$ cat config.mk
export PLATFORM = sky130hd
export DESIGN_NAME = register_mapped_vector_alu_flat
export DESIGN_NICKNAME = d
export VERILOG_FILES = /design/src/hdl/rmva_pkg.sv /design/src/hdl/rmva_req_if.sv /design/src/hdl/rmva_rsp_if.sv /design/src/hdl/rmva_regfile.sv /design/src/hdl/rmva_serial_alu.sv /design/src/hdl/register_mapped_vector_alu.sv /design/src/flat_wrapper.sv
export SDC_FILE = /design/constraint.sdc
export NUM_CORES = 1
export LEC_CHECK = 0
export ABC_AREA = 1
export BUFFER_PORTS_ARGS = -buffer_cell sky130_fd_sc_hd__buf_2
export CORE_AREA = 4 4 151 153
export DETAILED_ROUTE_END_ITERATION = 10
export DIE_AREA = 0 0 155 157
export PLACE_DENSITY = 0.56
export REMOVE_ABC_BUFFERS = 1
export SLEW_MARGIN = 20
export SYNTH_ARGS = -nofsm -noshare
export SYNTH_HDL_FRONTEND = slang
export SYNTH_SLANG_ARGS = --single-unit
export TNS_END_PERCENT = 100
$ cat constraint.sdc
create_clock -name clk -period 3.05 [get_ports clk]
set_clock_uncertainty 0.05 [all_clocks]
set_input_delay 0.305 -clock clk [delete_from_list [all_inputs] [get_ports clk]]
set_output_delay 0.305 -clock clk [all_outputs]
set_load 0.005 [all_outputs]
$ cat src/hdl/rmva_pkg.sv
// Package for the register-mapped vector ALU.
// Holds field widths, status and operation codes, and the ALU command type.
// No dependencies.
package rmva_pkg;

  localparam int LANE_W     = 8;
  localparam int ADDR_W     = 7;
  localparam int STEP_SHIFT = 3;
  localparam int SLOT_W     = ADDR_W - STEP_SHIFT;
  localparam int STAT_W     = 2;
  localparam int OP_W       = 2;
  localparam int OP_LSB     = 2;
  localparam int CNT_W      = $clog2(LANE_W);

  typedef logic [LANE_W-1:0] lane_t;
  typedef logic [STAT_W-1:0] status_t;
  typedef logic [OP_W-1:0]   op_t;

  localparam status_t ST_OK       = 2'd0;
  localparam status_t ST_BAD_ADDR = 2'd1;
  localparam status_t ST_DIV_ZERO = 2'd2;

  localparam op_t OP_ADD = 2'd0;
  localparam op_t OP_SUB = 2'd1;
  localparam op_t OP_MUL = 2'd2;
  localparam op_t OP_DIV = 2'd3;

  localparam lane_t READY_BIT   = 8'h01;
  localparam lane_t READY_CLEAR = 8'hfe;

  typedef struct packed {
    logic start;
    op_t  op;
  } alu_cmd_t;

endpackage

$ cat src/hdl/rmva_req_if.sv
// Bus request channel: access type, byte offset and write byte.
// Depends on rmva_pkg.
interface rmva_req_if import rmva_pkg::*; ();
  logic              valid;
  logic              ready;
  logic              operation;
  logic [ADDR_W-1:0] address;
  lane_t             write_data;

  modport source (output valid, output operation, output address, output write_data,
                  input ready);
  modport sink (input valid, input operation, input address, input write_data,
                output ready);
endinterface

$ cat src/hdl/rmva_rsp_if.sv
// Bus response channel: read byte and status.
// Depends on rmva_pkg.
interface rmva_rsp_if import rmva_pkg::*; ();
  logic    valid;
  logic    ready;
  lane_t   read_data;
  status_t status;

  modport source (output valid, output read_data, output status, input ready);
  modport sink (input valid, input read_data, input status, output ready);
endinterface

$ cat src/hdl/rmva_regfile.sv
// Lane register file: operand and result vectors in one memory.
// Per-entry valid bits make unwritten entries read as zero. Depends on rmva_pkg.
module rmva_regfile import rmva_pkg::*; #(
  parameter int DEPTH = 12
) (
  input  logic                     clk,
  input  logic                     rst,
  input  logic                     we,
  input  logic [$clog2(DEPTH)-1:0] waddr,
  input  lane_t                    wdata,
  input  logic [$clog2(DEPTH)-1:0] raddr,
  output lane_t                    rdata
);
  lane_t            mem [DEPTH];
  logic [DEPTH-1:0] vld;

  always_ff @(posedge clk) begin
    if (we) begin
      mem[waddr] <= wdata;
    end
    rdata <= vld[raddr] ? mem[raddr] : '0;
  end

  always_ff @(posedge clk) begin
    if (rst) begin
      vld <= '0;
    end else if (we) begin
      vld[waddr] <= 1'b1;
    end
  end
endmodule

$ cat src/hdl/rmva_serial_alu.sv
// Bit-serial lane ALU: add/sub one bit per cycle, shift-add multiply,
// restoring divide, all in LANE_W steps. Depends on rmva_pkg.
module rmva_serial_alu import rmva_pkg::*; (
  input  logic     clk,
  input  logic     rst,
  input  alu_cmd_t cmd,
  input  lane_t    a,
  input  lane_t    b,
  output logic     done,
  output lane_t    result
);
  logic             busy;
  logic [CNT_W-1:0] cnt;
  op_t              op;
  lane_t            sa;
  lane_t            sb;
  lane_t            acc;
  lane_t            rem;
  logic             carry;
  logic             bbit;
  logic             sum;
  logic [LANE_W:0]  shifted;
  logic [LANE_W:0]  diff;

  assign bbit    = sb[0] ^ (op == OP_SUB);
  assign sum     = sa[0] ^ bbit ^ carry;
  assign shifted = {rem, sa[LANE_W-1]};
  assign diff    = shifted - {1'b0, sb};
  assign result  = (op == OP_DIV) ? sa : acc;

  always_ff @(posedge clk) begin
    if (rst) begin
      busy <= 1'b0;
      done <= 1'b0;
      cnt  <= '0;
    end else begin
      done <= 1'b0;
      if (cmd.start) begin
        busy <= 1'b1;
        cnt  <= '0;
      end else if (busy) begin
        cnt <= cnt + CNT_W'(1);
        if (cnt == CNT_W'(LANE_W - 1)) begin
          busy <= 1'b0;
          done <= 1'b1;
        end
      end
    end
  end

  always_ff @(posedge clk) begin
    if (cmd.start) begin
      op    <= cmd.op;
      sa    <= a;
      sb    <= b;
      acc   <= '0;
      rem   <= '0;
      carry <= (cmd.op == OP_SUB);
    end else if (busy) begin
      case (op)
        OP_ADD, OP_SUB: begin
          carry <= (sa[0] & bbit) | (carry & (sa[0] ^ bbit));
          acc   <= {sum, acc[LANE_W-1:1]};
          sa    <= sa >> 1;
          sb    <= sb >> 1;
        end
        OP_MUL: begin
          acc <= acc + (sb[0] ? sa : '0);
          sa  <= sa << 1;
          sb  <= sb >> 1;
        end
        default: begin
          if (!diff[LANE_W]) begin
            rem <= diff[LANE_W-1:0];
            sa  <= {sa[LANE_W-2:0], 1'b1};
          end else begin
            rem <= shifted[LANE_W-1:0];
            sa  <= {sa[LANE_W-2:0], 1'b0};
          end
        end
      endcase
    end
  end
endmodule

$ cat src/hdl/register_mapped_vector_alu.sv
// Register-mapped vector ALU: top level with bus decode and lane sequencer.
// Depends on rmva_pkg, rmva_req_if, rmva_rsp_if, rmva_regfile, rmva_serial_alu.
//
// Byte-wide bus device: control byte at offset 0x00, then LANES lanes each of
// the first operand, second operand and result vectors at steps of 8. Reads
// of the control byte go straight to the response hand-off; lane reads first
// wait (RDWAIT) for the registered memory. A good write stores the byte, clears
// ready (control bit 0), then runs every lane through one shared bit-serial ALU:
// per lane 2 memory reads (LDA, LDB), an ALU start (GO) and the ALU run (RUN).
// Division (control bits 3:2 = 11) first tests each second-vector lane (ZRD,
// ZTST); a zero lane ends the request with status 2, results unchanged and
// ready left clear. Unknown offsets answer status 1 with no side effect.
module register_mapped_vector_alu import rmva_pkg::*; #(
  parameter int LANES = 4
) (
  input  logic       clk,
  input  logic       rst,
  rmva_req_if.sink   req,
  rmva_rsp_if.source rsp
);
  localparam int DEPTH    = 3 * LANES;
  localparam int AW       = $clog2(DEPTH);
  localparam int LW       = (LANES > 1) ? $clog2(LANES) : 1;
  localparam int MAX_SLOT = 3 * LANES;

  localparam logic [3:0] S_IDLE   = 4'd0;
  localparam logic [3:0] S_RDWAIT = 4'd1;
  localparam logic [3:0] S_START  = 4'd2;
  localparam logic [3:0] S_ZRD    = 4'd3;
  localparam logic [3:0] S_ZTST   = 4'd4;
  localparam logic [3:0] S_LDA    = 4'd5;
  localparam logic [3:0] S_LDB    = 4'd6;
  localparam logic [3:0] S_GO     = 4'd7;
  localparam logic [3:0] S_RUN    = 4'd8;
  localparam logic [3:0] S_PUSH   = 4'd9;

  logic [3:0]        state;
  lane_t             ctrl;
  logic [LW-1:0]     lane;
  lane_t             a_op;
  lane_t             res_data;
  status_t           res_status;
  logic              ov;
  lane_t             od;
  status_t           os;

  logic [SLOT_W-1:0] slot;
  logic              addr_ok;
  logic [AW-1:0]     slot_addr;
  logic [AW-1:0]     a_addr;
  logic [AW-1:0]     b_addr;
  logic [AW-1:0]     r_addr;
  logic              last_lane;
  logic              computing;

  logic              rf_we;
  logic [AW-1:0]     rf_waddr;
  lane_t             rf_wdata;
  logic [AW-1:0]     rf_raddr;
  lane_t             rf_rdata;

  alu_cmd_t          alu_cmd;
  logic              alu_done;
  lane_t             alu_res;

  assign slot      = req.address[ADDR_W-1:STEP_SHIFT];
  assign addr_ok   = (req.address[STEP_SHIFT-1:0] == '0) && (32'(slot) <= 32'(MAX_SLOT));
  assign slot_addr = AW'(32'(slot) - 32'd1);
  assign a_addr    = AW'(32'(lane));
  assign b_addr    = AW'(32'(lane) + 32'(LANES));
  assign r_addr    = AW'(32'(lane) + 32'(2 * LANES));
  assign last_lane = (lane == LW'(LANES - 1));
  assign computing = (state == S_START) || (state == S_ZRD) || (state == S_ZTST) ||
                     (state == S_LDA) || (state == S_LDB) || (state == S_GO) ||
                     (state == S_RUN);

  assign req.ready     = (state == S_IDLE);
  assign rsp.valid     = ov;
  assign rsp.read_data = od;
  assign rsp.status    = os;

  assign alu_cmd.start = (state == S_GO);
  assign alu_cmd.op    = ctrl[OP_LSB+OP_W-1:OP_LSB];

  always_comb begin
    rf_we    = 1'b0;
    rf_waddr = slot_addr;
    rf_wdata = req.write_data;
    rf_raddr = slot_addr;
    case (state)
      S_IDLE: rf_we = req.valid && addr_ok && req.operation && (slot != '0);
      S_ZRD:  rf_raddr = b_addr;
      S_LDA:  rf_raddr = a_addr;
      S_LDB:  rf_raddr = b_addr;
      S_RUN: begin
        rf_we    = alu_done;
        rf_waddr = r_addr;
        rf_wdata = alu_res;
      end
      default: ;
    endcase
  end

  always_ff @(posedge clk) begin
    if (rst) begin
      state <= S_IDLE;
      ctrl  <= '0;
      lane  <= '0;
      ov    <= 1'b0;
    end else begin
      if (rsp.ready && (state != S_PUSH)) begin
        ov <= 1'b0;
      end
      case (state)
        S_IDLE: begin
          if (req.valid) begin
            if (!addr_ok) begin
              res_data   <= '0;
              res_status <= ST_BAD_ADDR;
              state      <= S_PUSH;
            end else if (!req.operation) begin
              res_status <= ST_OK;
              if (slot == '0) begin
                res_data <= ctrl;
                state    <= S_PUSH;
              end else begin
                state <= S_RDWAIT;
              end
            end else begin
              res_data   <= '0;
              res_status <= ST_OK;
              if (slot == '0) begin
                ctrl <= req.write_data & READY_CLEAR;
              end else begin
                ctrl <= ctrl & READY_CLEAR;
              end
              state <= S_START;
            end
          end
        end
        S_RDWAIT: begin
          res_data <= rf_rdata;
          state    <= S_PUSH;
        end
        S_START: begin
          lane  <= '0;
          state <= (alu_cmd.op == OP_DIV) ? S_ZRD : S_LDA;
        end
        S_ZRD: state <= S_ZTST;
        S_ZTST: begin
          if (rf_rdata == '0) begin
            res_status <= ST_DIV_ZERO;
            state      <= S_PUSH;
          end else if (last_lane) begin
            lane  <= '0;
            state <= S_LDA;
          end else begin
            lane  <= lane + LW'(1);
            state <= S_ZRD;
          end
        end
        S_LDA: state <= S_LDB;
        S_LDB: begin
          a_op  <= rf_rdata;
          state <= S_GO;
        end
        S_GO: state <= S_RUN;
        S_RUN: begin
          if (alu_done) begin
            if (last_lane) begin
              ctrl  <= ctrl | READY_BIT;
              state <= S_PUSH;
            end else begin
              lane  <= lane + LW'(1);
              state <= S_LDA;
            end
          end
        end
        S_PUSH: begin
          if (!ov || rsp.ready) begin
            ov    <= 1'b1;
            od    <= res_data;
            os    <= res_status;
            state <= S_IDLE;
          end
        end
        default: state <= S_IDLE;
      endcase
    end
  end

  rmva_regfile #(
    .DEPTH (DEPTH)
  ) u_regfile (
    .clk   (clk),
    .rst   (rst),
    .we    (rf_we),
    .waddr (rf_waddr),
    .wdata (rf_wdata),
    .raddr (rf_raddr),
    .rdata (rf_rdata)
  );

  rmva_serial_alu u_alu (
    .clk    (clk),
    .rst    (rst),
    .cmd    (alu_cmd),
    .a      (a_op),
    .b      (rf_rdata),
    .done   (alu_done),
    .result (alu_res)
  );

`ifndef SYNTH
  a_done_in_run: assert property (@(posedge clk) disable iff (rst)
    alu_done |-> state == S_RUN)
    else $error("ALU finished outside a lane run");

  a_ready_clear: assert property (@(posedge clk) disable iff (rst)
    computing |-> !ctrl[0])
    else $error("ready bit set during computation");

  a_divz_keeps_clear: assert property (@(posedge clk) disable iff (rst)
    (state == S_PUSH && res_status == ST_DIV_ZERO) |-> !ctrl[0])
    else $error("ready bit set after divide by zero");

  a_bad_zero: assert property (@(posedge clk) disable iff (rst)
    (state == S_PUSH && res_status == ST_BAD_ADDR) |-> res_data == '0)
    else $error("bad address response carries data");

  a_write_slot: assert property (@(posedge clk) disable iff (rst)
    (state == S_RUN && alu_done) |=> state == S_PUSH || state == S_LDA)
    else $error("sequencer lost after lane result");
`endif
endmodule

$ cat src/flat_wrapper.sv
// flat-port wrapper written by rule: the top's interface ports become plain ports
module register_mapped_vector_alu_flat import rmva_pkg::*;
#(
  parameter int LANES = 4
)
  (clk, rst, req_valid, req_operation, req_address, req_write_data, req_ready, rsp_valid, rsp_read_data, rsp_status, rsp_ready);
  rmva_req_if req_i ();
  rmva_rsp_if rsp_i ();
  input  logic clk;
  input  logic rst;
  input wire logic [$bits(req_i.valid)-1:0] req_valid;
  input wire logic [$bits(req_i.operation)-1:0] req_operation;
  input wire logic [$bits(req_i.address)-1:0] req_address;
  input wire logic [$bits(req_i.write_data)-1:0] req_write_data;
  output wire logic [$bits(req_i.ready)-1:0] req_ready;
  output wire logic [$bits(rsp_i.valid)-1:0] rsp_valid;
  output wire logic [$bits(rsp_i.read_data)-1:0] rsp_read_data;
  output wire logic [$bits(rsp_i.status)-1:0] rsp_status;
  input wire logic [$bits(rsp_i.ready)-1:0] rsp_ready;
  assign req_i.valid = req_valid;
  assign req_i.operation = req_operation;
  assign req_i.address = req_address;
  assign req_i.write_data = req_write_data;
  assign req_ready = req_i.ready;
  assign rsp_valid = rsp_i.valid;
  assign rsp_read_data = rsp_i.read_data;
  assign rsp_status = rsp_i.status;
  assign rsp_i.ready = rsp_ready;
  register_mapped_vector_alu #(.LANES(LANES)) u_core (.clk(clk), .rst(rst), .req(req_i), .rsp(rsp_i));
endmodule
Yosys cells after proc, flatten, opt, wreduce, memory -nomap -nowiden
Memories as Yosys holds them, arrays and structs flattened. A register that Yosys moved wholly into a read port is not among the register bits.
Index checks and enable logic that the tools add are counted.
{ "word_totals": {"n_memories": 1, "ram_bits": 96, "reg_bits": 95, "inputBits": 20, "out_inout_bits": 12} }
{ "op_classes": {"bitwise_logic": 11, "order_cmp": 4, "n_mux": 63, "n_reduce_logical": 40, "add_sub_neg": 7, "eq_ne": 27} }
{ "mem_list": {"columns": ["name", "depth", "word_bits", "read_ports", "rd_clocked_by_memory_dff", "write_ports", "line", "rtl"], "rows": [
  ["u_core.u_regfile.mem", 12, 8, 1, 1, 1, "rmva_regfile.sv:14", "lane_t mem [DEPTH];"]
]} }
{ "ops": {"columns": ["operator", "n"], "rows": [
  ["$mux 8", 18],
  ["$pmux 8 s2", 4],
  ["$pmux 4 s10", 1],
  ["$mux 4", 9],
  ["$mux 1", 17],
  ["$eq 4x3->1 const B", 4],
  ["$reduce_bool 2->1", 7],
  ["$mux 2", 6],
  ["$ne 2x2->1 const B", 6],
  ["$or 12x12->12", 1],
  ["$reduce_and 4->1", 3],
  ["$reduce_and 6->1", 2],
  ["$lt 4x5->1 const B", 2],
  ["$reduce_and 2->1", 5],
  ["$sub 9x8->9", 1],
  ["$add 8x8->8", 1],
  ["$eq 2x2->1 const B", 4],
  ["$eq 4x2->1 const B", 2],
  ["$eq 4x4->1 const B", 2],
  ["$logic_not 4->1", 2],
  ["$logic_not 8->1", 1],
  ["$ne 4x4->1 const B", 2],
  ["$pmux 4 s2", 1],
  ["$logic_and 1x1->1", 6],
  ["other kinds (30)", 45]
]} }

Depth between registers and ports, before layout
Gate-level depths: netlist of run 1.
{ "logic_depth": {"depth_word": 8, "mapped_depth": 13, "mapped_depth_nobuf": 13} }

By module
Synthesis of run 1 repeated with hierarchy kept, for this count alone.
{ "unflattened": {"cells_unflattened": 1050, "hier_area_um2": 9516.6} }
{ "by_module_without_submodules": {"columns": ["mod", "n_inst", "seq_area_each_um2", "cells_each", "area_each_um2"], "rows": [
  ["rmva_regfile", 1, 3283.1, 401, 4610.7],
  ["rmva_serial_alu", 1, 991.0, 370, 2703.8],
  ["register_mapped_vector_alu", 1, 1141.1, 279, 2202.1]
]} }

Least setup slack after synthesis of run 1
OpenSTA, ideal clock, no wires.
{ "synth_path": {"path_type": "input port to flip-flop", "start": "input port req_address[3]", "end": "register u_core.res_data[0], enable pin", "arrival_time_ns": 2.010, "path_buffers": 1, "required_time_ns": 2.605, "slack_ns": 0.596, "stages": 8, "cell_sequence": "inv_1 > ha_1 > inv_1 > a31oi_1 > inv_1 > clkbuf_1 > nor3_1 > nor4_1"} }
{ "synth_via": {"elab_chain_cells": 4, "word_cells_on_any_way": 5, "cone_classes": "order compare (1); eq/ne (1); reduce/logical (3)"} }
{ "synth_rtl": {"columns": ["item", "line", "rtl"], "rows": [
  ["start: declaration", "flat_wrapper.sv:13", "input wire logic [$bits(req_i.address)-1:0] req_address;"],
  ["$le 4x4->1", "register_mapped_vector_alu.sv:67", "assign addr_ok = (req.address[STEP_SHIFT-1:0] == '0) && (32'(slot) <= 32'(MAX_SLOT));"],
  ["$logic_and 1x1->1", "register_mapped_vector_alu.sv:67", null],
  ["$ne 4x4->1 (no source line) (*)", null, null],
  ["$reduce_and 4->1 (no source line) (*)", null, null],
  ["end signal: assignment", "register_mapped_vector_alu.sv:124", "res_data <= ctrl;"],
  ["end signal: assignment", "register_mapped_vector_alu.sv:142", "res_data <= rf_rdata;"],
  ["end: declaration", "register_mapped_vector_alu.sv:41", "lane_t res_data;"]
]} }
Every way passes the cells marked *; elsewhere a longest branch is shown, timed or not.
A chain may end at the register's enable or synchronous reset.

Final worst setup path of run 1
{ "layout_path": {"start": "register u_core.u_alu.sa[7]", "end": "register u_core.u_alu.rem[5]"} }
{ "layout_via": {"elab_chain_cells": 2} }
{ "layout_rtl": {"columns": ["item", "line", "rtl"], "rows": [
  ["start: declaration", "rmva_serial_alu.sv:15", "lane_t sa;"],
  ["start signal: assignment", "rmva_serial_alu.sv:64", "sa <= sa >> 1;"],
  ["start signal: assignment", "rmva_serial_alu.sv:69", "sa <= sa << 1;"],
  ["start signal: assignment", "rmva_serial_alu.sv:75", "sa <= {sa[LANE_W-2:0], 1'b1};"],
  ["$sub 9x8->9", "rmva_serial_alu.sv:28", "assign diff = shifted - {1'b0, sb};"],
  ["$mux 8", "rmva_serial_alu.sv:73", "if (!diff[LANE_W]) begin"],
  ["end signal: assignment", "rmva_serial_alu.sv:74", "rem <= diff[LANE_W-1:0];"],
  ["end signal: assignment", "rmva_serial_alu.sv:77", "rem <= shifted[LANE_W-1:0];"],
  ["end: declaration", "rmva_serial_alu.sv:18", "lane_t rem;"]
]} }
No other way between the ends.

==> impl_results.html, run 1 <==
<table>
<tr><th>Metric</th><th>Value</th></tr>
<tr><th colspan="2">Global route</th></tr>
<tr><td>Met2 usage in global routing</td><td>around a third</td></tr>
<tr><td>Antenna violations before repair</td><td>0</td></tr>
<tr><td>Global-route track usage on met3</td><td>under 10%</td></tr>
<tr><td>Grt met1 use</td><td>25.95%</td></tr>
<tr><td>Pin count of the biggest net entering global routing</td><td>39</td></tr>
<tr><td>Global route hottest layer</td><td>met2</td></tr>
<tr><td>Global-route wire length before repair</td><td>36.64 mm</td></tr>
<tr><td>Aggregate global-route resource usage</td><td>19.39%</td></tr>
<tr><td>Vias in the first global route</td><td>6790</td></tr>
<tr><td>Global-route congestion overflow total</td><td>0</td></tr>
<tr><th colspan="2">Timing</th></tr>
<tr><td>Worst-margin pin slew</td><td>908.2 ps</td></tr>
<tr><td>RSZ-0062 raised after global routing</td><td>false</td></tr>
<tr><td>Final period util</td><td>89.81%</td></tr>
<tr><td>Hold Vio Cnt, Final</td><td>0</td></tr>
<tr><td>Slew headroom</td><td>39.23%</td></tr>
<tr><td>Final sum of negative setup slack</td><td>0 ps</td></tr>
<tr><td>Fin. max-slew vios</td><td>0</td></tr>
<tr><td>Minimum clock period after layout</td><td>2739 ps</td></tr>
<tr><td>Timing-limited maximum frequency</td><td>around 0.37 GHz</td></tr>
<tr><td>Total of endpoints with negative setup slack in the final report</td><td>0</td></tr>
<tr><th colspan="2">Power and ir drop</th></tr>
<tr><td>Net switching fraction of the power</td><td>31.94%</td></tr>
<tr><td>Maximum ir drop on the vdd rail</td><td>545.6 uV</td></tr>
<tr><td>Net switching power figure</td><td>0.002188 W</td></tr>
<tr><td>P_int</td><td>0.004663 W</td></tr>
<tr><td>Fraction of power consumed by sequential logic</td><td>47.8%</td></tr>
<tr><td>Combinational Power Share</td><td>21.2%</td></tr>
<tr><td>Leakage power summed over all cells</td><td>4.523 nW</td></tr>
<tr><td>Power Dens Cells</td><td>643.3 nW/um2</td></tr>
<tr><td>Portion of total power attributed to the clock network</td><td>31.0%</td></tr>
<tr><th colspan="2">Setup path</th></tr>
<tr><td>Cell family with most CP delay</td><td>simple AND/OR/NAND/NOR gates</td></tr>
<tr><td>Reg-to-Reg End</td><td>u_core.u_alu.rem[5]</td></tr>
<tr><td>Worst Setup EP</td><td>u_core.u_alu.rem[5]</td></tr>
<tr><td>Max FO, Critical Path</td><td>17</td></tr>
<tr><td>Arrival @ worst endpoint</td><td>roughly 3000 ps</td></tr>
<tr><td>Critical Path Source</td><td>u_core.u_alu.sa[7]</td></tr>
<tr><td>Slowest CP cell</td><td>sky130_fd_sc_hd__or2_2</td></tr>
<tr><td>Beginning of the worst register-to-register path</td><td>u_core.u_alu.sa[7]</td></tr>
<tr><td>Worst Reg-to-Reg Cells</td><td>10</td></tr>
<tr><td>Kind of launch point of the worst setup path</td><td>flop</td></tr>
<tr><td>Sort of element at the end of the critical path</td><td>flop</td></tr>
<tr><td>Cell occurring most often along the worst timing path</td><td>sky130_fd_sc_hd__nand3_1</td></tr>
<tr><td>Register-to-register path setup slack</td><td>310 ps</td></tr>
<tr><td>Critical path buffers and inverters</td><td>1</td></tr>
<tr><td>Critical Path RT</td><td>approximately 3300 ps</td></tr>
<tr><td>Delay of the slowest critical-path stage</td><td>410 ps</td></tr>
<tr><td>Critical path depth in cells</td><td>10</td></tr>
<tr><td>Cell-by-cell listing of the critical path</td><td>inv_1 &gt; ha_1 &gt; fa_1 &gt; o21ai_0 &gt; nand3_1 &gt; nand3_1 &gt; nand2_1 &gt; or2_2 &gt; nand3_1 &gt; a21oi_1</td></tr>
<tr><td>Worst setup path class</td><td>reg2reg</td></tr>
<tr><th colspan="2">Floorplanning</th></tr>
<tr><td>Area inside the core boundary</td><td>between 20000 and 25000 um2</td></tr>
<tr><td>Ports</td><td>32</td></tr>
<tr><td>Die Footprint</td><td>24340 um2</td></tr>
<tr><td>Die outline width</td><td>155 um</td></tr>
<tr><td>Die span in y</td><td>157 um</td></tr>
<tr><td>Initial cell density of the core</td><td>44.26%</td></tr>
<tr><td>Placement Rows</td><td>54</td></tr>
<tr><th colspan="2">Min path</th></tr>
<tr><td>Path type of the worst min-delay path</td><td>in2reg</td></tr>
<tr><th colspan="2">Flow run</th></tr>
<tr><td>Number of max-capacitance violations reported</td><td>0</td></tr>
<tr><th colspan="2">CTS</th></tr>
<tr><td>Later-pin clock latency in the skew report</td><td>430 ps</td></tr>
<tr><td>CTS root buf</td><td>sky130_fd_sc_hd__clkbuf_16</td></tr>
<tr><td>Setup Fix Bufs, Post-CTS</td><td>0</td></tr>
<tr><td>CTS tree</td><td>built</td></tr>
<tr><td>Number of buffers between clock root and the deepest sink</td><td>2</td></tr>
<tr><td>Register clock-pin slew on the reported worst setup and hold paths</td><td>80 ps</td></tr>
<tr><td>Number of gates resized after CTS</td><td>0</td></tr>
<tr><td>Number of buffers added by the clock tree synthesis step</td><td>17</td></tr>
<tr><td>Hold_buf cts</td><td>0</td></tr>
<tr><td>H-tree depth</td><td>4</td></tr>
<tr><td>Number of clock sinks</td><td>199</td></tr>
<tr><th colspan="2">Drt</th></tr>
<tr><td>Via count normalized by instance count</td><td>5.052</td></tr>
<tr><td>Via count</td><td>7144</td></tr>
<tr><td>Count of routing violations after the opening detailed-route iteration</td><td>around 610</td></tr>
<tr><td>Total wirelength of the detailed-routed design</td><td>23.21 mm</td></tr>
<tr><td>Antenna Nets Post-Route</td><td>0</td></tr>
<tr><td>Detailed-router iteration count before antenna repair</td><td>5</td></tr>
<tr><td>Wirelength per Cell</td><td>16.41 um</td></tr>
<tr><td>Post-route DRC</td><td>0</td></tr>
<tr><th colspan="2">Final layout</th></tr>
<tr><td>Fin util</td><td>around half</td></tr>
<tr><td>Leading cell type in the layout, fill and taps excluded</td><td>sky130_fd_sc_hd__nand2_1</td></tr>
<tr><td>Net count, final</td><td>1165</td></tr>
<tr><td>Diodes inserted</td><td>0</td></tr>
<tr><td>Fraction of final layout cells with drive strength greater than 1</td><td>between 10% and 20%</td></tr>
<tr><td>Area added between synthesis and finish</td><td>11.65%</td></tr>
<tr><td>Commonest cells after routing, fill and taps aside</td><td>261 x sky130_fd_sc_hd__nand2_1, 172 x sky130_fd_sc_hd__inv_1, 143 x sky130_fd_sc_hd__edfxtp_1</td></tr>
<tr><th colspan="2">Synthesis</th></tr>
<tr><td>Netlist cell types</td><td>42</td></tr>
<tr><td>Post-synthesis sequential area ratio</td><td>56.77%</td></tr>
<tr><td>Synthesis warning total</td><td>0</td></tr>
<tr><td>Post-synthesis area per instance</td><td>8.874 um2</td></tr>
<tr><td>Netlist area before placement</td><td>9539 um2</td></tr>
<tr><td>Syn Inst Count</td><td>1075</td></tr>
<tr><td>Yosys reg bits</td><td>199</td></tr>
<tr><th colspan="2">Place</th></tr>
<tr><td>PortBufs</td><td>31</td></tr>
<tr><td>Dpl hpwl</td><td>between 15 and 20 mm</td></tr>
<tr><td>Routability-driven placement congestion ratio</td><td>approximately 0.87</td></tr>
<tr><th colspan="2">Status</th></tr>
<tr><td>Result of the run</td><td>finished, final reports clean</td></tr>
</table>
## stage by stage
stage	hold slack, ps	std cells	total power, W	setup WS, ps	area, um2
finish	105.0	1414	0.006851	310.8	10650
global route	137.0	1414	0.007179	70.50	10650
CTS	86.08	1414	0.006885	313.0	10640
detailed placement	358.4	1382	0.004777	331.3	10100
global placement	351.8	1382	0.004772	431.2	10100
floorplan	324.1	1041	0.004147	275.1	9350
## worst min path at each step
| stage | cells past startpoint | slack [ps] | to | start |
|---|---|---|---|---|
| after floorplan | 1 | 320 | u_core.rsp.valid | rst |
| after global placement | 0 | 350 | u_core.rsp.read_data[5] | u_core.res_data[5] |
| after detailed placement | 0 | 360 | u_core.rsp.read_data[2] | u_core.res_data[2] |
| after CTS | 4 | 90 | u_core.rsp.valid | rsp_ready |
| after global routing | 4 | 140 | u_core.rsp.valid | rsp_ready |
| final | 4 | 100 | u_core.rsp.valid | rsp_ready |
## registers in the layout, indices dropped and copies added, names as in the netlist, 3 cells and up
name / flops
u_core.u_regfile.rdata: 8
u_core.u_alu.sb: 8
u_core.u_regfile.mem: 96
u_core.res_data: 8
u_core.u_alu.cnt: 3
u_core.u_alu.rem: 8
u_core.rsp.read_data: 8
u_core.a_op: 8
u_core.ctrl: 8
u_core.u_regfile.vld: 12
u_core.state: 4
u_core.u_alu.sa: 8
u_core.u_alu.acc: 8
## cell families after synthesis
group                    Yosys count  synth area share, %
adder cells (fa/ha/maj)           24                3.384
AND/OR/NAND/NOR                  490                21.75
buffers and inverters            214                9.063
XOR/XNOR                          14                1.285
flip-flops                       199                56.77
AO/OA/AOI/OAI                    134                7.752
## per-layer routing
metal | part of all wire (%) | up-vias | routed length, um
met2 | 48 | 159 | 11160
met5 | 0 | - | 0
met4 | 2.1 | 0 | 478
met3 | 4.2 | 33 | 969
met1 | 46 | 3346 | 10600
li1 | - | 3606 | -
## tightest hold or removal path, stage by stage
cell,delay (ps)
sky130_fd_sc_hd__buf_2,70
sky130_fd_sc_hd__nor2_1,50
sky130_fd_sc_hd__inv_1,60
sky130_fd_sc_hd__a21oi_1,60
## cell usage after synthesis, drive strengths merged
library cell	number	area share [%]
edfxtp	143	45
or2	1	0.066
nand3	105	5.7
a21boi	1	0.079
buf	22	1.5
nand4	10	0.72
o21bai	2	0.16
o21ai	55	2.9
nor3	10	0.52
a31oi	10	0.66
xnor2	5	0.46
xor2	9	0.83
dfxtp	56	12
nor2	95	3.9
o31ai	1	0.079
ha	21	2.8
inv	179	7.0
o211ai	7	0.55
clkbuf	12	0.47
o22ai	9	0.59
fa	3	0.63
clkinv	1	0.039
a21oi	45	2.4
a21o	1	0.079
nor4	2	0.13
a211oi	1	0.079
a22o	1	0.092
a32o	1	0.10
nand2	267	11
## power by group through the flow
stage | registers, W | logic (W) | clock network, W
after CTS | 0.00328 | 0.00145 | 0.00216
after global placement | 0.00333 | 0.00144 | 0
after floorplan | 0.00331 | 0.000838 | 0
final | 0.00328 | 0.00145 | 0.00212
after detailed placement | 0.00334 | 0.00144 | 0
after global routing | 0.00329 | 0.00161 | 0.00228
## area by class of cell
cell class | count | area, um2
Multi-Input combinational cell | 662 | 3269
Clock buffer | 18 | 429.2
Timing Repair Buffer | 61 | 392.9
Inverter | 180 | 675.6
Fill cell | 2042 | 10900
Sequential cell | 199 | 5415
Clock inverter | 14 | 117.6
Tap cell | 280 | 350.3
No activity file was read; power rests on OpenSTA's default activity.
==> run 2, diff against run 1 <==
--- a/config.mk
+++ b/config.mk
@@ -7,10 +7,10 @@
 export LEC_CHECK = 0
 export ABC_AREA = 1
 export BUFFER_PORTS_ARGS = -buffer_cell sky130_fd_sc_hd__buf_2
-export CORE_AREA = 4 4 151 153
+export CORE_AREA = 8 8 155 157
 export DETAILED_ROUTE_END_ITERATION = 10
-export DIE_AREA = 0 0 155 157
-export PLACE_DENSITY = 0.56
+export DIE_AREA = 0 0 163 165
+export PLACE_DENSITY_LB_ADDON = 0.15
 export REMOVE_ABC_BUFFERS = 1
 export SLEW_MARGIN = 20
 export SYNTH_ARGS = -nofsm -noshare
==> run 2 against run 1 <==
  * Sequential cell count is the same
  * Sequential share of layout area down 0.43 points
  * Non-clock buffer count is 2 higher
  * Clock power is 11% higher
  * Maximum frequency is 5.7% higher
  * Via count up 0.28%
  * First-iteration DRC count grew 2.1%
  * Global-route usage fell by 1.5 points
  * Sequential power barely moved
==> impl_results.html, run 2 (same netlist as run 1, synthesis figures left out) <==
<table>
<tr><th>Metric</th><th>Value</th></tr>
<tr><th colspan="2">Status</th></tr>
<tr><td>Result of the run</td><td>finished, final reports clean</td></tr>
<tr><th colspan="2">Setup path</th></tr>
<tr><td>Critical path buffers and inverters</td><td>1 (unchanged)</td></tr>
<tr><td>Slowest CP cell</td><td>sky130_fd_sc_hd__edfxtp_1</td></tr>
<tr><td>Worst Reg-to-Reg Cells</td><td>10 (unchanged)</td></tr>
<tr><td>Worst setup path class</td><td>reg2reg</td></tr>
<tr><td>Critical Path Source</td><td>u_core.u_alu.sa[7]</td></tr>
<tr><td>Max FO, Critical Path</td><td>17 (unchanged)</td></tr>
<tr><td>Cell occurring most often along the worst timing path</td><td>sky130_fd_sc_hd__nand3_1</td></tr>
<tr><td>Sort of element at the end of the critical path</td><td>flop</td></tr>
<tr><td>Beginning of the worst register-to-register path</td><td>u_core.u_alu.sa[7]</td></tr>
<tr><td>Critical path depth in cells</td><td>10 (unchanged)</td></tr>
<tr><td>Register-to-register path setup slack</td><td>460 ps (+150 ps)</td></tr>
<tr><td>Arrival @ worst endpoint</td><td>2870 ps (-130 ps)</td></tr>
<tr><td>Critical Path RT</td><td>3330 ps (+20 ps)</td></tr>
<tr><td>Cell-by-cell listing of the critical path</td><td>inv_1 &gt; ha_1 &gt; fa_1 &gt; o21ai_0 &gt; nand3_1 &gt; nand3_1 &gt; nand2_2 &gt; or2_2 &gt; nand3_1 &gt; a21oi_1</td></tr>
<tr><td>Delay of the slowest critical-path stage</td><td>410 ps (about the same)</td></tr>
<tr><td>Cell family with most CP delay</td><td>simple AND/OR/NAND/NOR gates</td></tr>
<tr><td>Kind of launch point of the worst setup path</td><td>flop</td></tr>
<tr><th colspan="2">Drt</th></tr>
<tr><td>Antenna Nets Post-Route</td><td>0 (unchanged)</td></tr>
<tr><td>Post-route DRC</td><td>0 (unchanged)</td></tr>
<tr><td>Detailed-router iteration count before antenna repair</td><td>5 (unchanged)</td></tr>
<tr><td>Via count normalized by instance count</td><td>5.059 (+0.14%)</td></tr>
<tr><td>Wirelength per Cell</td><td>16.41 um (about the same)</td></tr>
<tr><td>Total wirelength of the detailed-routed design</td><td>23.24 mm (+0.15%)</td></tr>
<tr><td>Via count</td><td>7164 (+0.28%)</td></tr>
<tr><td>Count of routing violations after the opening detailed-route iteration</td><td>626 (+2.1%)</td></tr>
<tr><th colspan="2">Final layout</th></tr>
<tr><td>Area added between synthesis and finish</td><td>12.59%</td></tr>
<tr><td>Top reg by flops</td><td>u_core.u_regfile.mem</td></tr>
<tr><td>Number of flip-flops in the largest register</td><td>96 (unchanged)</td></tr>
<tr><td>Fraction of final layout cells with drive strength greater than 1</td><td>10.39% (+0.25 points)</td></tr>
<tr><td>Diodes inserted</td><td>0 (unchanged)</td></tr>
<tr><td>Leading cell type in the layout, fill and taps excluded</td><td>sky130_fd_sc_hd__nand2_1</td></tr>
<tr><td>Commonest cells after routing, fill and taps aside</td><td>260 x sky130_fd_sc_hd__nand2_1, 172 x sky130_fd_sc_hd__inv_1, 143 x sky130_fd_sc_hd__edfxtp_1</td></tr>
<tr><td>Net count, final</td><td>1167 (+0.17%)</td></tr>
<tr><td>Largest registers</td><td>u_core.u_regfile.mem (96), u_core.u_regfile.vld (12)</td></tr>
<tr><th colspan="2">Timing</th></tr>
<tr><td>Total of endpoints with negative setup slack in the final report</td><td>0 (unchanged)</td></tr>
<tr><td>Worst hold slack across all endpoints</td><td>96.84 ps (-8.125 ps)</td></tr>
<tr><td>Slew headroom</td><td>45.40% (+6.2 points)</td></tr>
<tr><td>Minimum clock period after layout</td><td>2591 ps (-148.4 ps)</td></tr>
<tr><td>Fin worst setup slack</td><td>459.2 ps (+148.4 ps)</td></tr>
<tr><td>Worst-margin pin slew</td><td>815.9 ps (-92.23 ps)</td></tr>
<tr><td>Final sum of negative setup slack</td><td>0 ps (unchanged)</td></tr>
<tr><td>RSZ-0062 raised after global routing</td><td>false</td></tr>
<tr><td>Fin. max-slew vios</td><td>0 (unchanged)</td></tr>
<tr><td>Timing-limited maximum frequency</td><td>0.3860 GHz (+5.7%)</td></tr>
<tr><td>Hold Vio Cnt, Final</td><td>0 (unchanged)</td></tr>
<tr><td>Final period util</td><td>84.94% (-4.9 points)</td></tr>
<tr><th colspan="2">Place</th></tr>
<tr><td>Dpl hpwl</td><td>16.62 mm (+0.34%)</td></tr>
<tr><td>PortBufs</td><td>31 (unchanged)</td></tr>
<tr><td>Routability-driven placement congestion ratio</td><td>0.8673 (-0.54%)</td></tr>
<tr><td>Pre-CTS setup slack</td><td>299.4 ps (-31.86 ps)</td></tr>
<tr><th colspan="2">Floorplanning</th></tr>
<tr><td>Area inside the core boundary</td><td>21490 um2 (-0.31%)</td></tr>
<tr><td>Ports</td><td>32 (unchanged)</td></tr>
<tr><td>Die span in y</td><td>165 um (+5.1%)</td></tr>
<tr><td>Die Footprint</td><td>26900 um2 (+11%)</td></tr>
<tr><td>Die outline width</td><td>163 um (+5.2%)</td></tr>
<tr><td>Initial cell density of the core</td><td>44.40% (+0.14 points)</td></tr>
<tr><td>Placement Rows</td><td>54 (unchanged)</td></tr>
<tr><th colspan="2">Global route</th></tr>
<tr><td>Vias in the first global route</td><td>6894 (+1.5%)</td></tr>
<tr><td>Pin count of the biggest net entering global routing</td><td>45 (+15%)</td></tr>
<tr><td>Antenna violations before repair</td><td>0 (unchanged)</td></tr>
<tr><td>Global-route track usage on met3</td><td>3.689% (-0.22 points)</td></tr>
<tr><td>Met2 usage in global routing</td><td>30.76% (-1.3 points)</td></tr>
<tr><td>Grt met1 use</td><td>22.46% (-3.5 points)</td></tr>
<tr><td>Aggregate global-route resource usage</td><td>17.93% (-1.5 points)</td></tr>
<tr><td>Global route hottest layer</td><td>met2</td></tr>
<tr><td>Global-route congestion overflow total</td><td>0 (unchanged)</td></tr>
<tr><td>Global-route wire length before repair</td><td>37.06 mm (+1.1%)</td></tr>
<tr><th colspan="2">CTS</th></tr>
<tr><td>Later-pin clock latency in the skew report</td><td>440 ps (about the same)</td></tr>
<tr><td>Number of clock sinks</td><td>199 (unchanged)</td></tr>
<tr><td>Number of buffers between clock root and the deepest sink</td><td>2 (unchanged)</td></tr>
<tr><td>H-tree depth</td><td>4 (unchanged)</td></tr>
<tr><td>Setup Fix Bufs, Post-CTS</td><td>0 (unchanged)</td></tr>
<tr><td>Number of buffers added by the clock tree synthesis step</td><td>17 (unchanged)</td></tr>
<tr><td>CTS root buf</td><td>sky130_fd_sc_hd__clkbuf_16</td></tr>
<tr><td>CTS tree</td><td>built</td></tr>
<tr><td>Register clock-pin slew on the reported worst setup and hold paths</td><td>80 ps (about the same)</td></tr>
<tr><th colspan="2">Flow run</th></tr>
<tr><td>Number of max-capacitance violations reported</td><td>0 (unchanged)</td></tr>
<tr><th colspan="2">Power and ir drop</th></tr>
<tr><td>Maximum ir drop on the vdd rail</td><td>412.9 uV (-24%)</td></tr>
<tr><td>Leakage power summed over all cells</td><td>4.583 nW (+1.3%)</td></tr>
<tr><td>Power Dens Cells</td><td>659.8 nW/um2 (+2.6%)</td></tr>
<tr><th colspan="2">Min path</th></tr>
<tr><td>Hold path start</td><td>rsp_ready</td></tr>
<tr><td>Hold path cells</td><td>4 (unchanged)</td></tr>
<tr><td>Path type of the worst min-delay path</td><td>in2reg</td></tr>
</table>
==> run 2: power breakdown <==
group | total (W) | switching, W | internal [W]
sequential | 0.00327 | 0.0000790 | 0.00319
clock | 0.00235 | 0.00110 | 0.00125
combinational | 0.00146 | 0.00105 | 0.000408
==> run 2: final timing paths <==
| kind | endpoint |
|---|---|
| worst max register to register | u_core.u_alu.rem[5] |
| worst min-delay path | u_core.rsp.valid |
| worst max-delay path | u_core.u_alu.rem[5] |
| worst min register to register | u_core.rsp.read_data[3] |
==> run 2: metrics by stage <==
stage	utilization, %	power, W	instance area [um2]	cells
2_1_floorplan	-	0.004147	9350	1041
3_3_place_gp	47.12	0.004770	10120	1384
3_5_place_dp	47.12	0.004778	10120	1384
4_1_cts	49.98	0.007122	10740	1416
5_1_grt	49.99	0.007393	10740	1416
6_report	49.99	0.007086	10740	1416
==> run 2: repair_timing <==
| item | 4_1_cts | 5_1_grt |
|---|---|---|
| endpoints found under the setup margin | 0 | 2 |
| hold buffers | 0 | 0 |
| gates resized for setup | 0 | 1 |
| hold endpoints to repair | 0 | 0 |
==> run 2: metal layers <==
metal	vias up	routed length [um]
met5	-	0
met4	0	388
met3	30	905
met2	153	11450
met1	3368	10490
li1	3613	-
==> run 2: layout make-up <==
type                       instances  area (um2)
sequential                       199        5415
tap                              280       350.3
clock inverter                    15       188.9
timing repair buffer              63       420.4
inverter                         180       675.6
clock buffer                      17       425.4
fill                            2067       10750
multi-input combinational        662        3264
==> run 2: worst register-to-register path: cells and delay by family (launching register included) <==
kind / cells / cell delay, ps
buffers and inverters: 1 / 80
AO/OA/AOI/OAI: 2 / 410
AND/OR/NAND/NOR: 5 / 900
flip-flops: 1 / 410
adder cells (fa/ha/maj): 2 / 630
==> run 3, diff against run 2 <==
==> constraint.sdc (replaced) <==
create_clock -name clk -period 2.66 [get_ports clk]
set_clock_uncertainty 0.05 [all_clocks]
set_input_delay 0.266 -clock clk [delete_from_list [all_inputs] [get_ports clk]]
set_output_delay 0.266 -clock clk [all_outputs]
set_load 0.005 [all_outputs]
==> run 3 against run 2 <==
  * Die area stayed put
  * Hold slack worse by 24 ps
  * Setup slack worse by 170 ps
  * Sequential power is 15% higher
  * Final cell count is 1.3% higher
  * Wire length is 9.1% higher
  * Critical path depth is 2 higher
  * Design area is 0.87% higher
  * Combinational power is 22% higher
  * Critical path type unchanged
  * Largest power group unchanged
==> impl_results.html, run 3 (same netlist as run 1, synthesis figures left out) <==
<table>
<tr><th>Metric</th><th>Value</th></tr>
<tr><th colspan="2">CTS</th></tr>
<tr><td>H-tree depth</td><td>4 (unchanged)</td></tr>
<tr><td>Number of clock sinks</td><td>199 (unchanged)</td></tr>
<tr><td>Number of buffers added by the clock tree synthesis step</td><td>17 (unchanged)</td></tr>
<tr><td>Later-pin clock latency in the skew report</td><td>440 ps (about the same)</td></tr>
<tr><td>Number of buffers between clock root and the deepest sink</td><td>2 (unchanged)</td></tr>
<tr><td>CTS tree</td><td>built</td></tr>
<tr><td>Register clock-pin slew on the reported worst setup and hold paths</td><td>80 ps (about the same)</td></tr>
<tr><td>CTS root buf</td><td>sky130_fd_sc_hd__clkbuf_16</td></tr>
<tr><th colspan="2">Floorplanning</th></tr>
<tr><td>Area inside the core boundary</td><td>21490 um2 (unchanged)</td></tr>
<tr><td>Die span in y</td><td>165 um (unchanged)</td></tr>
<tr><td>Initial cell density of the core</td><td>44.40% (unchanged)</td></tr>
<tr><td>Placement Rows</td><td>54 (unchanged)</td></tr>
<tr><td>Die Footprint</td><td>26900 um2 (unchanged)</td></tr>
<tr><td>Die outline width</td><td>163 um (unchanged)</td></tr>
<tr><td>Ports</td><td>32 (unchanged)</td></tr>
<tr><th colspan="2">Timing</th></tr>
<tr><td>Minimum clock period after layout</td><td>2366 ps (-224.7 ps)</td></tr>
<tr><td>Timing-limited maximum frequency</td><td>0.4226 GHz (+9.5%)</td></tr>
<tr><td>Worst-margin pin slew</td><td>949.4 ps (+133.5 ps)</td></tr>
<tr><td>Fin. max-slew vios</td><td>0 (unchanged)</td></tr>
<tr><td>Slew headroom</td><td>36.70% (-8.7 points)</td></tr>
<tr><td>Final period util</td><td>88.95% (+4.0 points)</td></tr>
<tr><td>Hold Vio Cnt, Final</td><td>0 (unchanged)</td></tr>
<tr><td>Total of endpoints with negative setup slack in the final report</td><td>0 (unchanged)</td></tr>
<tr><td>RSZ-0062 raised after global routing</td><td>false</td></tr>
<tr><th colspan="2">Drt</th></tr>
<tr><td>Post-route DRC</td><td>0 (unchanged)</td></tr>
<tr><td>Detailed-router iteration count before antenna repair</td><td>8 (+3)</td></tr>
<tr><td>Via count</td><td>7452 (+4.0%)</td></tr>
<tr><td>Total wirelength of the detailed-routed design</td><td>25.36 mm (+9.1%)</td></tr>
<tr><td>Count of routing violations after the opening detailed-route iteration</td><td>655 (+4.6%)</td></tr>
<tr><td>Antenna Nets Post-Route</td><td>0 (unchanged)</td></tr>
<tr><td>Wirelength per Cell</td><td>17.67 um (+7.7%)</td></tr>
<tr><td>Via count normalized by instance count</td><td>5.193 (+2.6%)</td></tr>
<tr><th colspan="2">Power and ir drop</th></tr>
<tr><td>Net switching power figure</td><td>0.002605 W (+17%)</td></tr>
<tr><td>P_int</td><td>0.005512 W (+14%)</td></tr>
<tr><td>Combinational Power Share</td><td>21.9% (+1.3 points)</td></tr>
<tr><td>Leakage power summed over all cells</td><td>4.647 nW (+1.4%)</td></tr>
<tr><td>Net switching fraction of the power</td><td>32.09% (+0.60 points)</td></tr>
<tr><td>Power Dens Cells</td><td>749.1 nW/um2 (+14%)</td></tr>
<tr><td>Fraction of power consumed by sequential logic</td><td>46.4% (+0.2 points)</td></tr>
<tr><td>Portion of total power attributed to the clock network</td><td>31.7% (-1.5 points)</td></tr>
<tr><td>Overall power after layout</td><td>0.008116 W (+15%)</td></tr>
<tr><td>Maximum ir drop on the vdd rail</td><td>455.5 uV (+10%)</td></tr>
<tr><th colspan="2">Flow run</th></tr>
<tr><td>Number of max-capacitance violations reported</td><td>0 (unchanged)</td></tr>
<tr><th colspan="2">Setup path</th></tr>
<tr><td>Cell family with most CP delay</td><td>adder cells</td></tr>
<tr><td>Critical path buffers and inverters</td><td>2 (+1)</td></tr>
<tr><td>Slowest CP cell</td><td>sky130_fd_sc_hd__fa_1</td></tr>
<tr><td>Delay of the slowest critical-path stage</td><td>430 ps (+20 ps)</td></tr>
<tr><td>Max FO, Critical Path</td><td>10 (-7)</td></tr>
<tr><td>Arrival @ worst endpoint</td><td>2640 ps (-230 ps)</td></tr>
<tr><td>Critical path depth in cells</td><td>12 (+2)</td></tr>
<tr><td>Register-to-register path setup slack</td><td>290 ps (-170 ps)</td></tr>
<tr><td>Critical Path RT</td><td>2930 ps (-400 ps)</td></tr>
<tr><td>Sort of element at the end of the critical path</td><td>flop</td></tr>
<tr><td>Worst setup path class</td><td>reg2reg</td></tr>
<tr><td>Worst Reg-to-Reg Cells</td><td>12 (+2)</td></tr>
<tr><td>Cell occurring most often along the worst timing path</td><td>sky130_fd_sc_hd__nand2_1</td></tr>
<tr><td>Kind of launch point of the worst setup path</td><td>flop</td></tr>
<tr><td>Cell-by-cell listing of the critical path</td><td>inv_1 &gt; ha_1 &gt; fa_1 &gt; o21ai_1 &gt; nand3_1 &gt; nand2_1 &gt; nand2_1 &gt; nand2_1 &gt; buf_4 &gt; nand2_1 &gt; o211ai_1 &gt; a21oi_1</td></tr>
<tr><th colspan="2">Final layout</th></tr>
<tr><td>Net count, final</td><td>1186 (+1.6%)</td></tr>
<tr><td>Diodes inserted</td><td>0 (unchanged)</td></tr>
<tr><td>Fraction of final layout cells with drive strength greater than 1</td><td>11.77% (+1.4 points)</td></tr>
<tr><td>Number of cells in the finished layout apart from fillers</td><td>1435 (+1.3%)</td></tr>
<tr><td>Top reg by flops</td><td>u_core.u_regfile.mem</td></tr>
<tr><td>Largest registers</td><td>u_core.u_regfile.mem (96), u_core.u_regfile.vld (12)</td></tr>
<tr><td>Number of flip-flops in the largest register</td><td>96 (unchanged)</td></tr>
<tr><td>Leading cell type in the layout, fill and taps excluded</td><td>sky130_fd_sc_hd__nand2_1</td></tr>
<tr><td>Area added between synthesis and finish</td><td>13.58%</td></tr>
<tr><td>Commonest cells after routing, fill and taps aside</td><td>261 x sky130_fd_sc_hd__nand2_1, 172 x sky130_fd_sc_hd__inv_1, 143 x sky130_fd_sc_hd__edfxtp_1</td></tr>
<tr><th colspan="2">Global route</th></tr>
<tr><td>Aggregate global-route resource usage</td><td>19.17% (+1.2 points)</td></tr>
<tr><td>Pin count of the biggest net entering global routing</td><td>34 (-24%)</td></tr>
<tr><td>Vias in the first global route</td><td>7266 (+5.4%)</td></tr>
<tr><td>Antenna violations before repair</td><td>0 (unchanged)</td></tr>
<tr><td>Global-route wire length before repair</td><td>39.30 mm (+6.1%)</td></tr>
<tr><td>Global-route congestion overflow total</td><td>0 (unchanged)</td></tr>
<tr><th colspan="2">Place</th></tr>
<tr><td>Number of placed cells counting well taps</td><td>1403 (+1.4%)</td></tr>
<tr><td>Dpl hpwl</td><td>18.13 mm (+9.1%)</td></tr>
<tr><td>PortBufs</td><td>31 (unchanged)</td></tr>
<tr><td>Routability-driven placement congestion ratio</td><td>0.8599 (-0.85%)</td></tr>
<tr><th colspan="2">Min path</th></tr>
<tr><td>Hold path cells</td><td>4 (unchanged)</td></tr>
<tr><td>Path type of the worst min-delay path</td><td>in2reg</td></tr>
<tr><th colspan="2">Status</th></tr>
<tr><td>Result of the run</td><td>finished, final reports clean</td></tr>
</table>
==> run 3: worst min-delay path, delay by kind of cell <==
kind	cells	cell delay, ps
compound gates	1	60
simple gates	1	40
buf+inv	2	130
==> run 3: layout make-up <==
type                    instances  area (um2)
fillers                      2051       10650
flip-flops and latches        199        5415
multi-input cells             662        3262
inverters                     180       675.6
repair buffers                 82       563.0
clock buffers                  18       429.2
well taps                     280       350.3
clock inverters                14       138.9
==> run 3: path summary, 6_finish.rpt <==
| check | start | end |
|---|---|---|
| worst min-delay path | rsp_ready | u_core.rsp.valid |
| worst max register to register | u_core.u_alu.sa[7] | u_core.u_alu.rem[3] |
| worst max-delay path | u_core.u_alu.sa[7] | u_core.u_alu.rem[3] |
| worst min register to register | u_core.res_data[4] | u_core.rsp.read_data[4] |
==> run 3: what timing repair did <==
| action | in CTS | in global routing |
|---|---|---|
| resized for setup | 0 | 1 |
| setup buffers | 0 | 0 |
| hold endpoints to repair | 0 | 0 |
| hold buffers | 0 | 0 |
| endpoints found under the setup margin | 0 | 4 |
==> run 3: stage by stage <==
step / util, % / area [um2] / setup TNS, ps / hold WS, ps / setup WS (ps)
final: 50.43 / 10830 / 0 / 72.73 / 293.9
after global routing: 50.43 / 10830 / 0 / 86.13 / 72.83
after CTS: 50.43 / 10830 / 0 / 56.37 / 166.9
after detailed placement: 47.78 / 10270 / 0 / 355.7 / 172.9
after global placement: 47.78 / 10270 / 0 / 353.9 / 282.7
after floorplan: - / 9350 / -1013 / 285.1 / -114.9
==> run 3: power groups by stage <==
stage | clock (W) | sequential, W | combinational [W]
6_report | 0.00257 | 0.00376 | 0.00178
5_1_grt | 0.00272 | 0.00378 | 0.00194
4_1_cts | 0.00260 | 0.00376 | 0.00177
3_5_place_dp | 0 | 0.00383 | 0.00176
3_3_place_gp | 0 | 0.00383 | 0.00176
2_1_floorplan | 0 | 0.00379 | 0.000961
==> run 3: per-layer routing <==
| layer | up-vias | wire length (um) | global-route usage, % |
|---|---|---|---|
| met5 | - | 0 | 0 |
| met2 | 202 | 12670 | 33.29 |
| li1 | 3645 | - | - |
| met3 | 42 | 1083 | 3.490 |
| met1 | 3563 | 11070 | 23.83 |
| met4 | 0 | 541 | 6.005 |
